**config.mk**
```make
export PLATFORM = sky130hd
export DESIGN_NAME = cmpm_cfg
export DESIGN_NICKNAME = d
export VERILOG_FILES = /design/src/assert_macros.svh /design/src/cmpm_pkg.sv /design/src/cmpm_cfg.sv
export SDC_FILE = /design/constraint.sdc
export NUM_CORES = 1
export LEC_CHECK = 0
export BUFFER_PORTS_ARGS = -buffer_cell sky130_fd_sc_hd__buf_2
export CAP_MARGIN = 15
export CORE_MARGIN = 3
export CORE_UTILIZATION = 35
export CTS_BUF_LIST = sky130_fd_sc_hd__clkbuf_8 sky130_fd_sc_hd__clkbuf_16
export DETAILED_ROUTE_END_ITERATION = 16
export PLACE_DENSITY = 0.58
export RECOVER_POWER = 25
export SLEW_MARGIN = 20
export SYNTH_ARGS = -nofsm -noshare
export SYNTH_HDL_FRONTEND = slang
export SYNTH_SLANG_ARGS = --single-unit
```
**constraint.sdc**
```tcl
create_clock -name clk -period 1.5 [get_ports clk]
set_input_delay 0.15 -clock clk [delete_from_list [all_inputs] [get_ports clk]]
set_output_delay 0.15 -clock clk [all_outputs]
set_load 0.02 [all_outputs]
```
**src/assert_macros.svh**
```systemverilog
// ----------------------------------------------------------------------------
// assert_macros.svh
// Shared concurrent assertion macros. Both sample on clk and are disabled
// while rst_n is low.
// ----------------------------------------------------------------------------
`ifndef ASSERT_MACROS_SVH
`define ASSERT_MACROS_SVH

// Same-cycle implication
`define CMPM_ASSERT_IMP(lbl, ante, cons, msg) \
  lbl: assert property (@(posedge clk) disable iff (!rst_n) (ante) |-> (cons)) \
    else $error(msg);

// Next-cycle implication
`define CMPM_ASSERT_NXT(lbl, ante, cons, msg) \
  lbl: assert property (@(posedge clk) disable iff (!rst_n) (ante) |=> (cons)) \
    else $error(msg);

`endif

```
**src/cmpm_pkg.sv**
```systemverilog
// ----------------------------------------------------------------------------
// cmpm_pkg
// Types and constants shared by the circular masked pseudocolor map.
// ----------------------------------------------------------------------------
package cmpm_pkg;

  // Item kinds
  localparam logic KIND_PIXEL = 1'b0;
  localparam logic KIND_TABLE = 1'b1;

  // Pixel constants
  localparam logic [31:0] WHITE_PIXEL  = 32'hFFFF_FFFF;
  localparam logic [7:0]  ALPHA_OPAQUE = 8'hFF;

  // Configuration port
  localparam int unsigned PADDR_W = 4;

  typedef enum logic [1:0] {
    REG_IMAGE_SIZE  = 2'd0,
    REG_NUM_COLORS  = 2'd1,
    REG_MIN_LEVEL   = 2'd2,
    REG_LEVEL_SCALE = 2'd3
  } cfg_reg_t;

  localparam logic [10:0] IMAGE_SIZE_RST  = 11'd256;
  localparam logic [8:0]  NUM_COLORS_RST  = 9'd256;
  localparam logic [31:0] MIN_LEVEL_RST   = 32'd0;
  localparam logic [31:0] LEVEL_SCALE_RST = 32'h0001_0000;

  typedef struct packed {
    logic [10:0]        image_size;
    logic [8:0]         num_colors;
    logic signed [31:0] min_level;
    logic [31:0]        level_scale;
  } cfg_regs_t;

  // Input transfer payload
  typedef struct packed {
    logic               kind;
    logic signed [31:0] sample_value;
    logic [7:0]         table_index;
    logic [23:0]        table_rgb;
  } in_item_t;

  // Result transfer payload
  typedef struct packed {
    logic [31:0] pixel_rgba;
    logic        end_of_image;
  } out_item_t;

  // Pipeline occupancy, for checks at the top level
  typedef struct packed {
    logic s1_valid;
    logic s2_valid;
    logic s2_table;
    logic s3_valid;
  } pipe_status_t;

endpackage

```
**src/cmpm_cfg.sv**
```systemverilog
// ----------------------------------------------------------------------------
// cmpm_cfg
// APB register file: image size, color count, minimum level, level scale.
// ----------------------------------------------------------------------------
module cmpm_cfg (
  input  logic                         clk,
  input  logic                         rst_n,
  input  logic                         psel,
  input  logic                         penable,
  input  logic                         pwrite,
  input  logic [cmpm_pkg::PADDR_W-1:0] paddr,
  input  logic [31:0]                  pwdata,
  output logic [31:0]                  prdata,
  output logic                         pready,
  output cmpm_pkg::cfg_regs_t          regs
);

  import cmpm_pkg::*;

  cfg_regs_t regs_r;
  cfg_reg_t  sel;
  logic      wr_en;

  assign pready = 1'b1;
  assign sel    = cfg_reg_t'(paddr[PADDR_W-1:2]);
  assign wr_en  = psel & penable & pwrite & pready;
  assign regs   = regs_r;

  // Register writes on the access phase
  always_ff @(posedge clk) begin
    if (!rst_n) begin
      regs_r.image_size  <= IMAGE_SIZE_RST;
      regs_r.num_colors  <= NUM_COLORS_RST;
      regs_r.min_level   <= MIN_LEVEL_RST;
      regs_r.level_scale <= LEVEL_SCALE_RST;
    end else if (wr_en) begin
      case (sel)
        REG_IMAGE_SIZE:  regs_r.image_size  <= pwdata[10:0];
        REG_NUM_COLORS:  regs_r.num_colors  <= pwdata[8:0];
        REG_MIN_LEVEL:   regs_r.min_level   <= pwdata;
        REG_LEVEL_SCALE: regs_r.level_scale <= pwdata;
        default: ;
      endcase
    end
  end

  // Read-back mux
  always_comb begin
    case (sel)
      REG_IMAGE_SIZE:  prdata = 32'(regs_r.image_size);
      REG_NUM_COLORS:  prdata = 32'(regs_r.num_colors);
      REG_MIN_LEVEL:   prdata = regs_r.min_level;
      REG_LEVEL_SCALE: prdata = regs_r.level_scale;
      default:         prdata = 32'd0;
    endcase
  end

endmodule

```
==> impl_metrics.csv <==
group,metric,value,unit
status,status,"completed",
detailed_routing,avgRoutedWirePerCell,15.2,um
finish,fin_nets,577,
critical_path,cp-start-kind,"register",
placement,place_inst,658,
sta,final-setup-viol-count,0,
placement,numPortBuffers,154,
yosys,syn_nets,424,
yosys,ys_seq_area_share,45.0,%
yosys,syn_area_per_cell,9.75,um^2
finish,fill_cells,1042,
global_route,grt_pass1_wl,15.5,mm
clock_network,cts_made_buffers,9,
sta,holdWs,0.0517,ns
global_route,track_usage,16.8,%
detailed_routing,totalWireLength,10.3,mm
sta,drv_slew,0,
global_route,grt_pass1_vias,2974,
critical_path,crit_arrival,1.32,ns
die,die_y,109,um
yosys,netlist_instances,383,
finish,layout-drive-gt1-share,39.7,%
critical_path,worstRegToRegCells,3,
finish,largest_reg_flops,84,
finish,num_antenna_cells,0,
yosys,synth_top_family_by_area,"multiplexers",
detailed_routing,vias,3212,
global_route,grt_start_max_net_pins,77,
sta,finClkSkew,0,ns
die,io-pin-count,158,
sta,post-route-period-util,98.2,%
sta,final.min_clock_period,1.47,ns
sta,hold_violations,0,
flow_run,cap_violations,0,
detailed_routing,antenna_left,0,
yosys,syn_area,3730,um^2
sta,rsz0062_at_grt,"yes",
critical_path,r2r_slack,0.79,ns
sta,worstMarginPinSlew,0.725,ns
finish,area_delta_synth_final,32.3,%
yosys,ys_types,21,
pwr,cellLeakagePower,2.55,nW
critical_path,crit_type,"register to primary output",
detailed_routing,drt_iter0_markers,144,
die,coreArea,10400,um^2
pwr,irDropWorstVdd,0.362,mV
yosys,synth-adder-area-share,0,%
yosys,synth_compound_area_share,1.14,%
clock_network,ctsHtreeMaxLevel,3,
sta,fmax,0.679,GHz
die,initial_core_util,36.0,%
detailed_routing,drc_errors,0,
hold_path,hold_class,"input pin to register",
detailed_routing,via_per_inst,4.74,
clock_network,cts_root_buffer,"clkbuf_8",
clock_network,clk_latency,0.36,ns
clock_network,cts_buffer_depth,2,
critical_path,r2r-end,"regs[0]$_SDFFE_PN0P_",
pwr,power,4.42,mW
die,placementRows,37,
detailed_routing,dr.pass1.iters,4,
placement,place_congestion,0.766,
critical_path,end_kind,"primary output",
hold_path,whs_path_depth,3,
clock_network,cts_sinks,84,
die,fp.dieW,109,um
critical_path,required,1.35,ns
placement,hpwl,7.45,mm
hold_path,hold_end,"regs[48]$_SDFFE_PN0P_",
pwr,powerDensity,894,nW/um^2
yosys,synth_simple_gate_area_share,15.7,%
hold_path,hold_start,"pwdata[16]",
finish,instances_no_fill,677,
critical_path,worstReg2RegStart,"regs[0]$_SDFFE_PN0P_",
global_route,antenna_found_initial,0,
clock_network,postCtsHoldBufs,0,
clock_network,clk_pin_slew,0.09,ns
yosys,synth_seq_cells,84,
clock_network,cts_tree,"yes",
yosys,synth-xor-area-share,0,%
yosys,ys_warn_count,0,
global_route,grt_overflow,0,
critical_path,crit_fanout,3,
sta,slew-limit-headroom,51.6,%
die,die_area,11900,um^2
yosys,synth_mux_area_share,33.3,%
placement,dp_worst_setup_slack,0.0878,ns
finish,utilization,47.6,%
sta,fin_ws,0.0271,ns
layout by cell type (no fill, tap or decap):
master,count
buf_2,144
nand2_1,116
mux2i_1,104
dfxtp_1,66
nor2_1,22
dfxtp_2,18
buf_4,12
clkbuf_8,11
mux4_2,9
buf_6,8
o21ai_0,4
nand3_1,4
buf_12,3
nand4_1,2
o211ai_1,2
clkinv_4,2
clkbuf_1,2
clkbuf_2,2
inv_2,1
nor2_2,1
nor3_4,1
and3_1,1
inv_1,1
o31ai_1,1
conb_1,1
bufinv_16,1
clkinvlp_4,1
clkinv_2,1
power breakdown:
part	internal (mW)	switching (mW)	leakage (nW)
logic	0.168	0.257	1.76
clock network	0.864	0.848	0.106
registers	2.26	0.0228	0.685
synth_stat cells:
cell type / count / area (um^2)
and3_1: 1 / 6.26
buf_1: 2 / 7.51
buf_2: 7 / 35.0
buf_4: 8 / 60.1
buf_6: 3 / 33.8
clkbuf_1: 9 / 33.8
conb_1: 1 / 3.75
dfxtp_1: 84 / 1680
inv_1: 1 / 3.75
inv_2: 1 / 3.75
mux2i_1: 104 / 1040
mux4_2: 9 / 203
nand2_1: 116 / 435
nand3_1: 4 / 20.0
nand4_1: 2 / 12.5
nor2_1: 22 / 82.6
nor2_4: 1 / 11.3
nor3_4: 1 / 16.3
o211ai_1: 2 / 15.0
o21ai_0: 4 / 20.0
o31ai_1: 1 / 7.51
cell type report:
type                    count  area [um^2]  share of cell area [%]
clock buffers              11          151                    3.06
clock inverters             5         60.1                    1.22
inverters                   2         7.51                   0.152
multi-input cells         268         1870                    37.8
flip-flops and latches     84         1700                    34.5
well taps                 136          170                    3.44
repair buffers            171          978                    19.8
worst max-delay path: stages, from the launching register on:
cell     delay [ns]
dfxtp_2        0.34
mux4_2         0.47
buf_6          0.15
worst max path at each step:
stage                                     start               endpoint  slack (ns)  depth (start not counted)
after floorplan                        paddr[3]              prdata[0]        0.19                          3
after global placement                 paddr[3]              prdata[7]        0.12                          4
after detailed placement               paddr[3]  regs[49]$_SDFFE_PN0P_        0.09                          5
after CTS                 regs[40]$_SDFFE_PN0P_              prdata[8]     -0.0003                          2
after global routing       regs[8]$_SDFFE_PN0P_              prdata[8]       -0.02                          2
final                     regs[73]$_SDFFE_PN0P_              prdata[0]        0.03                          2
cells by family (layout without fill, tap and decap cells):
group | after synthesis | in the layout
compound gates | 7 | 7
buf+inv | 31 | 189
flops | 84 | 84
mux | 113 | 113
other cells | 1 | 1
simple gates | 147 | 147
metrics by stage:
stage	area (um^2)	setup TNS (ns)
2_1_floorplan	3730	0
3_3_place_gp	4690	0
3_5_place_dp	4690	0
4_1_cts	4920	-0.000254
5_1_grt	4940	-0.0641
6_report	4940	0
repair_timing:
item | CTS | global route
setup buffers | 0 | 3
setup endpoints to repair | 3 | 8
pin swaps | 0 | 0
resized for setup | 10 | 24
layer usage:
layer,GRT usage (%),wire (um)
met5,0,0
met4,6.41,188
met3,3.32,432
met2,29.2,5230
met1,20.5,4470
Power figures use the tool's default switching activity.
