--- src/assert_macros.svh ---
// ----------------------------------------------------------------------------
// assert_macros.svh
// Shared concurrent assertion macros. Both sample on clk and are disabled
// while rst_n is low.
// ----------------------------------------------------------------------------
`ifndef ASSERT_MACROS_SVH
`define ASSERT_MACROS_SVH

// Same-cycle implication
`define CMPM_ASSERT_IMP(lbl, ante, cons, msg) \
  lbl: assert property (@(posedge clk) disable iff (!rst_n) (ante) |-> (cons)) \
    else $error(msg);

// Next-cycle implication
`define CMPM_ASSERT_NXT(lbl, ante, cons, msg) \
  lbl: assert property (@(posedge clk) disable iff (!rst_n) (ante) |=> (cons)) \
    else $error(msg);

`endif

--- src/cmpm_raster.sv ---
// ----------------------------------------------------------------------------
// cmpm_raster
// Column and row counters over the square image, with the saturated size.
// ----------------------------------------------------------------------------
module cmpm_raster #(
  parameter int unsigned MAX_DIM = 1024
) (
  input  logic                         clk,
  input  logic                         rst_n,
  input  logic [10:0]                  image_size,
  input  logic                         step,
  output logic [$clog2(MAX_DIM)-1:0]   col,
  output logic [$clog2(MAX_DIM)-1:0]   row,
  output logic [$clog2(MAX_DIM+1)-1:0] n_eff,
  output logic                         last_pixel
);

  localparam int unsigned CW = $clog2(MAX_DIM);
  localparam int unsigned DW = $clog2(MAX_DIM + 1);

  logic [CW-1:0] col_r, col_nxt;
  logic [CW-1:0] row_r, row_nxt;
  logic [DW-1:0] n_m1;
  logic          row_end;
  logic          img_end;

  // Size clamped to [2, MAX_DIM]
  always_comb begin
    if (image_size < 11'd2) begin
      n_eff = DW'(2);
    end else if (32'(image_size) > MAX_DIM) begin
      n_eff = DW'(MAX_DIM);
    end else begin
      n_eff = DW'(image_size);
    end
  end

  assign n_m1       = n_eff - DW'(1);
  assign row_end    = DW'(col_r) >= n_m1;
  assign img_end    = DW'(row_r) >= n_m1;
  assign last_pixel = row_end & img_end;
  assign col        = col_r;
  assign row        = row_r;

  // Counter advance
  always_comb begin
    col_nxt = col_r;
    row_nxt = row_r;
    if (step) begin
      if (row_end) begin
        col_nxt = '0;
        row_nxt = img_end ? '0 : row_r + CW'(1);
      end else begin
        col_nxt = col_r + CW'(1);
      end
    end
  end

  always_ff @(posedge clk) begin
    if (!rst_n) begin
      col_r <= '0;
      row_r <= '0;
    end else begin
      col_r <= col_nxt;
      row_r <= row_nxt;
    end
  end

endmodule

--- config.mk ---
export PLATFORM = sky130hd
export DESIGN_NAME = cmpm_raster
export DESIGN_NICKNAME = d
export VERILOG_FILES = /design/src/assert_macros.svh /design/src/cmpm_raster.sv
export SDC_FILE = /design/constraint.sdc
export NUM_CORES = 1
export LEC_CHECK = 0
export BUFFER_PORTS_ARGS = -buffer_cell sky130_fd_sc_hd__buf_4
export CAP_MARGIN = 20
export CORE_ASPECT_RATIO = 0.8
export CORE_MARGIN = 5
export CORE_UTILIZATION = 45
export CTS_BUF_LIST = sky130_fd_sc_hd__clkbuf_2 sky130_fd_sc_hd__clkbuf_4 sky130_fd_sc_hd__clkbuf_8
export CTS_CLUSTER_DIAMETER = 40
export CTS_CLUSTER_SIZE = 30
export DETAILED_ROUTE_END_ITERATION = 16
export PLACE_DENSITY = 0.8
export SYNTH_ARGS = -nofsm -noshare
export SYNTH_HDL_FRONTEND = slang
export SYNTH_SLANG_ARGS = --single-unit
--- constraint.sdc ---
create_clock -name clk -period 10.7 [get_ports clk]
set_input_delay 2.14 -clock clk [delete_from_list [all_inputs] [get_ports clk]]
set_output_delay 2.14 -clock clk [all_outputs]
set_load 0.1 [all_outputs]
==> impl_metrics.csv, run 1 <==
group,metric,value,unit
status,outcome,"complete, no violations",
sta,setup_slack,1.98,ns
critical_path,cp.required,8.56,ns
clock_tree,clk_pin_slew,0.08,ns
logic_synthesis,synth-edff-count,0,
route,viasPerCell,5.65,
clock_tree,cts_made_buffers,3,
worst_hold_path,hp-start,"row[0]$_SDFFE_PN0P_",
global_routing,grt_max_degree,26,
logic_synthesis,synth_cell_types,49,
place,portBuffers,45,
floorplan,rows,20,
floorplan,start_util,0.477,
sta,final.setup_skew,0.00739,ns
clock_tree,cts-root-buf,"clkbuf_8",
clock_tree,h-tree-depth,1,
logic_synthesis,synth_cells,239,
floorplan,die_w,81.7,µm
critical_path,cp_top_family,"compound AO/OA/AOI/OAI gates",
critical_path,cp_cell_sequence,"buf_4 > nor4_1 > nand2_1 > o211ai_1 > ha_1 > nand2_1 > mux2_2 > o22ai_1 > ha_1 > a21oi_1 > o21ai_0 > maj3_1 > a21o_1 > a31oi_2 > nor3_1 > buf_4",
logic_synthesis,syn_area,0.00185,mm²
global_routing,grt_overflow,0,
pwr,p_leak,0.000978,µW
pwr,powerDensity,92.5,mW/mm²
clock_tree,clockBufferDepth,2,
pwr,power,211,µW
place,place.gp.congestion,0.816,
floorplan,die_y,67.4,µm
place,dpl.hpwl,3.69,mm
logic_synthesis,synth_seq_cells,20,
global_routing,grt_pass1_vias,1636,
cells_and_area,layout.cells.non_filler,332,
logic_synthesis,seq_area_frac_synth,0.216,
critical_path,endpoint_kind,"primary output",
clock_tree,cts_tree,"done",
route,vias,1877,
worst_hold_path,hold_class,"reg2reg",
sta,hold_viol,0,
critical_path,startpoint,"image_size[2]",
cells_and_area,antennaDiodeCount,0,
route,ant_nets,0,
clock_tree,cts.sinks,20,
sta,slew_violations,0,
clock_tree,cts_resized,0,
critical_path,max_stage_delay,0.76,ns
global_routing,antenna_found_initial,0,
sta,slew_headroom,0.414,
logic_synthesis,ys_async_sr_fraction,0,
place,dp_slack,2.03,ns
route,first_pass_iters,4,
critical_path,critPathSlowestCell,"nor4_1",
global_routing,grt_first_pass_wirelength,8.09,mm
cells_and_area,fin_util,0.587,
route,first_iter_violations,204,
critical_path,path_class,"in2out",
route,wl_per_cell,14.3,µm
logic_synthesis,synth_nets,268,
clock_tree,post_cts_buffers,0,
cells_and_area,nNetsFinal,307,
cells_and_area,areaGrowthSynthToFinish,23.1,%
pwr,peakVddDrop,0.0452,mV
floorplan,pin_count,46,
clock_tree,clk_latency,0.27,ns
sta,max_freq,0.115,GHz
flow_run,cap_violations,0,
sta,grt_setup_unrepaired,"false",
route,drt-total-wl,4.75,mm
critical_path,startpoint_type,"input pin",
critical_path,reg2reg_from,"row[0]$_SDFFE_PN0P_",
global_routing,grt_util_all_layers,0.186,
sta,setup_tns,0,ns
critical_path,worst-path-max-fanout,13,
sta,min_period_over_period,0.815,
critical_path,path_buf_inv,2,
sta,period_needed,8.72,ns
sta,tightest_slew,0.871,ns
cells_and_area,drive_gt1_frac,0.213,
place,dp.cells,328,
logic_synthesis,avgSynthCellArea,7.74,µm²
sta,setup_viol,0,
floorplan,core,0.00388,mm²
route,drc,0,
floorplan,die_area,0.00550,mm²
logic_synthesis,ys.flop_type,"dfxtp_1",
critical_path,r2r_slack,7.74,ns
clock_tree,cts_hold_buf,0,
logic_synthesis,synth_warnings,0,
critical_path,worstPathArrival,6.58,ns
==> worst paths after layout <==
path / depth (start not counted) / end
worst max-delay path: 16 / last_pixel
worst min-delay path: 2 / row[0]$_SDFFE_PN0P_
worst max register to register: 10 / row[9]$_SDFFE_PN0P_
worst min register to register: 2 / row[0]$_SDFFE_PN0P_
==> layout by cell type, fill, tap and decap left out, types with 2 or more instances in the layout <==
cell type / instances
a32oi_1: 2
a21oi_1: 12
nor2b_1: 10
a21boi_1: 5
clkbuf_8: 3
or4_1: 2
nor3_1: 3
dfxtp_1: 20
nand3_1: 10
nand2b_1: 3
nor4_1: 2
nand4_1: 3
a211oi_1: 3
nor2_1: 15
and3_1: 12
and2_1: 2
a31oi_1: 4
maj3_1: 2
o211ai_1: 3
buf_4: 45
mux2_2: 2
a21o_1: 2
o32ai_1: 2
or3_1: 5
xor2_1: 8
xnor2_1: 2
nand4b_1: 2
nand3b_1: 7
o21ai_0: 6
nand2_1: 25
inv_1: 12
o41ai_1: 2
o22ai_1: 11
ha_1: 15
==> metrics by stage <==
step | hold WS (ns) | instance area [µm²]
final | 0.524 | 2280
after global routing | 0.579 | 2280
after CTS | 0.526 | 2280
after detailed placement | 0.514 | 2210
after global placement | 0.520 | 2210
after floorplan | 0.915 | 1850
==> sequential cells by signal, indices dropped and copies added, names as in the netlist <==
signal / flops
col: 10
row: 10
==> power by group <==
group	internal (µW)	leakage (µW)	switching (µW)
sequential	75.0	0.000161	1.22
combinational	16.4	0.000781	40.3
clock	50.0	0.0000357	27.8
==> worst reg2reg max path, stage by stage (launching register included) <==
cell and delay, ns:
dfxtp_1 0.42, inv_1 0.11, ha_1 0.30, nand2b_1 0.14, a31oi_1 0.22, o21ai_0 0.13
maj3_1 0.35, a21o_1 0.19, a31oi_2 0.49, nand3b_4 0.21, o32ai_1 0.31
==> routing by layer <==
metal,wire length (µm),up-vias,global-route usage
met2,1970,59,0.273
met4,37,0,0.0373
met3,327,5,0.0347
met1,2420,847,0.280
li1,-,966,-
met5,0,-,0
==> synth_stat cells (all sizes together) (6+ instances only) <==
cell type | n | area [µm²]
nand2 | 25 | 93.8
inv | 12 | 45.0
nand3b | 8 | 72.6
o22ai | 11 | 68.8
xor2 | 8 | 70.1
and3 | 12 | 75.1
a21boi | 6 | 45.1
clkbuf | 8 | 30.0
a21oi | 13 | 68.8
nor2 | 15 | 56.3
dfxtp | 20 | 400
nor2b | 10 | 62.6
ha | 15 | 188
o21ai | 6 | 30.0
nand3 | 10 | 50.1
==> layout make-up <==
class                           instances  area [µm²]
Multi-Input combinational cell        196        1350
Tap cell                               55        68.8
Inverter                               12        45.0
Clock inverter                          1        30.0
Fill cell                             368        1600
Timing Repair Buffer                   45         338
Clock buffer                            3        41.3
Sequential cell                        20         400
==> logic make-up after synthesis <==
family | share of synthesized area
buffers and inverters | 0.0521
XOR/XNOR | 0.0473
adder cells (fa/ha/maj) | 0.118
AO/OA/AOI/OAI | 0.224
flip-flops | 0.216
multiplexers | 0.0176
AND/OR/NAND/NOR | 0.324
(Power assumes the default switching activity.)
==> run 2: changes to the inputs <==
Settings changed: ABC_AREA set to 1, PLACE_DENSITY 0.8 to 0.82.
Clock period 10.7 ns to 7.3 ns, I/O delays scaled along.
==> impl_metrics.csv, run 2 <==
group,metric,value,unit
pwr,peakVddDrop,0.103,mV
critical_path,startpoint_type,"input pin",
logic_synthesis,synth-edff-count,0,
logic_synthesis,ys_async_sr_fraction,0,
clock_tree,clk_latency,0.26,ns
cells_and_area,antennaDiodeCount,0,
route,ant_nets,0,
place,placed_area,0.00240,mm²
sta,slew_headroom,0.671,
floorplan,pin_count,46,
critical_path,path_class,"in2out",
logic_synthesis,synth.top_cells.by_area,"dfxtp_1, nand2_1, nor2_1",
flow_run,cap_violations,0,
critical_path,max_stage_delay,0.30,ns
logic_synthesis,synth_warnings,0,
clock_tree,cts-root-buf,"clkbuf_8",
logic_synthesis,yosysTopAreaCell,"dfxtp_1",
route,first_iter_violations,193,
route,wl_per_cell,12.3,µm
clock_tree,clk_pin_slew,0.07,ns
critical_path,cp_cell_sequence,"buf_4 > nor2_1 > nand2_1 > nor2_2 > nand2_2 > nand2_4 > a21oi_1 > ha_1 > nand2_1 > inv_2 > nand3_1 > xor2_1 > ha_1 > nand2_1 > nor2_1 > nand3_1 > nor2_1 > nor2_1 > nand2_1 > nand2_1 > inv_1 > buf_4",
cells_and_area,drive_gt1_frac,0.215,
route,viasPerCell,5.10,
clock_tree,cts_resized,0,
critical_path,reg2reg_from,"row[0]$_SDFFE_PN0P_",
logic_synthesis,synth.top_cells.by_count,"nand2_1, nor2_1, inv_1, nand3_1, dfxtp_1",
status,outcome,"complete, no violations",
sta,slew_violations,0,
critical_path,endpoint_kind,"primary output",
global_routing,grt_pass1_vias,1960,
critical_path,critPathSlowestCell,"ha_1",
clock_tree,h-tree-depth,1,
critical_path,worst_r2r_path_depth,11,
cells_and_area,final_common_cell,"nand2_1",
place,place.gp.congestion,0.873,
logic_synthesis,seq_area_frac_synth,0.197,
cells_and_area,stdcell_area,0.00244,mm²
cells_and_area,final.fill_count,404,
route,first_pass_iters,5,
sta,max_freq,0.172,GHz
logic_synthesis,yosysMostFrequentCell,"nand2_1",
sta,setup_tns,0,ns
critical_path,regToRegEndpoint,"row[7]$_SDFFE_PN0P_",
clock_tree,cts_made_buffers,3,
cells_and_area,layout.cells.non_filler,425,
place,dpl.hpwl,4.35,mm
critical_path,worst-path-max-fanout,14,
floorplan,rows,21,
critical_path,r2r_slack,5.43,ns
logic_synthesis,synth_nets,354,
clock_tree,cts_hold_buf,0,
route,drt-total-wl,5.24,mm
floorplan,start_util,0.474,
global_routing,grt_first_pass_wirelength,8.51,mm
sta,min_period_over_period,0.796,
worst_hold_path,hold_class,"reg2reg",
floorplan,die_area,0.00596,mm²
floorplan,die_w,85.1,µm
sta,tightest_slew,0.487,ns
pwr,powerDensity,117,mW/mm²
global_routing,grt_overflow,0,
cells_and_area,nNetsFinal,399,
worst_hold_path,hold_end,"col[0]$_SDFFE_PN0P_",
sta,final.setup_skew,0.00297,ns
cells_and_area,areaGrowthSynthToFinish,20.1,%
sta,hold_viol,0,
worst_hold_path,whs_path_depth,2,
sta,setup_viol,0,
logic_synthesis,synth_cells,325,
pwr,p_leak,0.00128,µW
clock_tree,cts_tree,"done",
cells_and_area,final_cell_mix,"nand2_1, nor2_1, buf_4",
critical_path,crit_top_cell,"nand2_1",
sta,period_needed,5.81,ns
route,vias,2168,
logic_synthesis,avgSynthCellArea,6.24,µm²
logic_synthesis,ys.flop_type,"dfxtp_1",
global_routing,grt_util_all_layers,0.171,
logic_synthesis,yosys.area.top_type_share,0.197,
logic_synthesis,synth_seq_cells,20,
place,dp.cells,422,
logic_synthesis,syn_area,0.00203,mm²
global_routing,antenna_found_initial,0,
critical_path,cp.required,5.84,ns
route,drc,0,
sta,whs,0.528,ns
sta,grt_setup_unrepaired,"false",
clock_tree,cts.sinks,20,
critical_path,worstPathArrival,4.35,ns
logic_synthesis,synth_cell_types,32,
floorplan,core,0.00428,mm²
worst_hold_path,hp-start,"col[0]$_SDFFE_PN0P_",
clock_tree,clockBufferDepth,2,
global_routing,grt_max_degree,18,
floorplan,die_y,70.1,µm
place,portBuffers,45,
clock_tree,post_cts_buffers,0,
==> run 2: through the flow <==
stage | worst slack [ns] | power [µW] | utilization
floorplan | 0.307 | 191 | -
global placement | 1.70 | 214 | 0.559
detailed placement | 1.55 | 215 | 0.559
CTS | 1.54 | 286 | 0.569
global route | 1.23 | 302 | 0.569
finish | 1.49 | 286 | 0.569
==> run 2: routing by layer <==
metal,global-route usage,part of all wire,up-vias,wire length [µm]
li1,-,-,1121,-
met1,0.228,0.47,972,2490
met2,0.291,0.46,69,2410
met3,0.0306,0.059,6,307
met4,0.0264,0.0069,0,36
met5,0,0,-,0
==> run 2: worst max-delay path, delay by kind of cell <==
family                     cells  cell delay (ns)
and+or+nand+nor               14             1.57
adders and majority gates      2             0.52
buffers and inverters          4             0.45
xor gates and xnor gates       1             0.21
AOI/OAI and AO/OA              1             0.11
==> run 2: cell type report <==
class | instances | area [µm²] | share of cell area
Multi-Input combinational cell | 254 | 1410 | 0.580
Sequential cell | 20 | 400 | 0.164
Timing Repair Buffer | 45 | 338 | 0.139
Inverter | 46 | 173 | 0.0708
Tap cell | 57 | 71.3 | 0.0293
Clock buffer | 3 | 41.3 | 0.0169
==> run 2: kinds of logic after synthesis <==
group	Yosys count	share of synthesized area
AND/OR/NAND/NOR	201	0.466
adder cells (fa/ha/maj)	15	0.0925
flip-flops	20	0.197
buffers and inverters	51	0.106
XOR/XNOR	16	0.0691
AO/OA/AOI/OAI	22	0.0691
==> run 2: how the worst max path moves through the flow <==
stage	startpoint	end	slack [ns]	depth (start not counted)
2_1_floorplan	image_size[1]	last_pixel	0.31	19
3_3_place_gp	image_size[7]	last_pixel	1.70	22
3_5_place_dp	image_size[7]	last_pixel	1.55	22
4_1_cts	image_size[7]	last_pixel	1.54	22
5_1_grt	image_size[7]	last_pixel	1.23	22
6_report	image_size[7]	last_pixel	1.49	22
==> run 2: power breakdown <==
part / total [µW] / switching, µW / internal, µW
registers: 111 / 1.33 / 110
clock network: 72.3 / 35.5 / 36.7
logic: 102 / 73.3 / 28.7
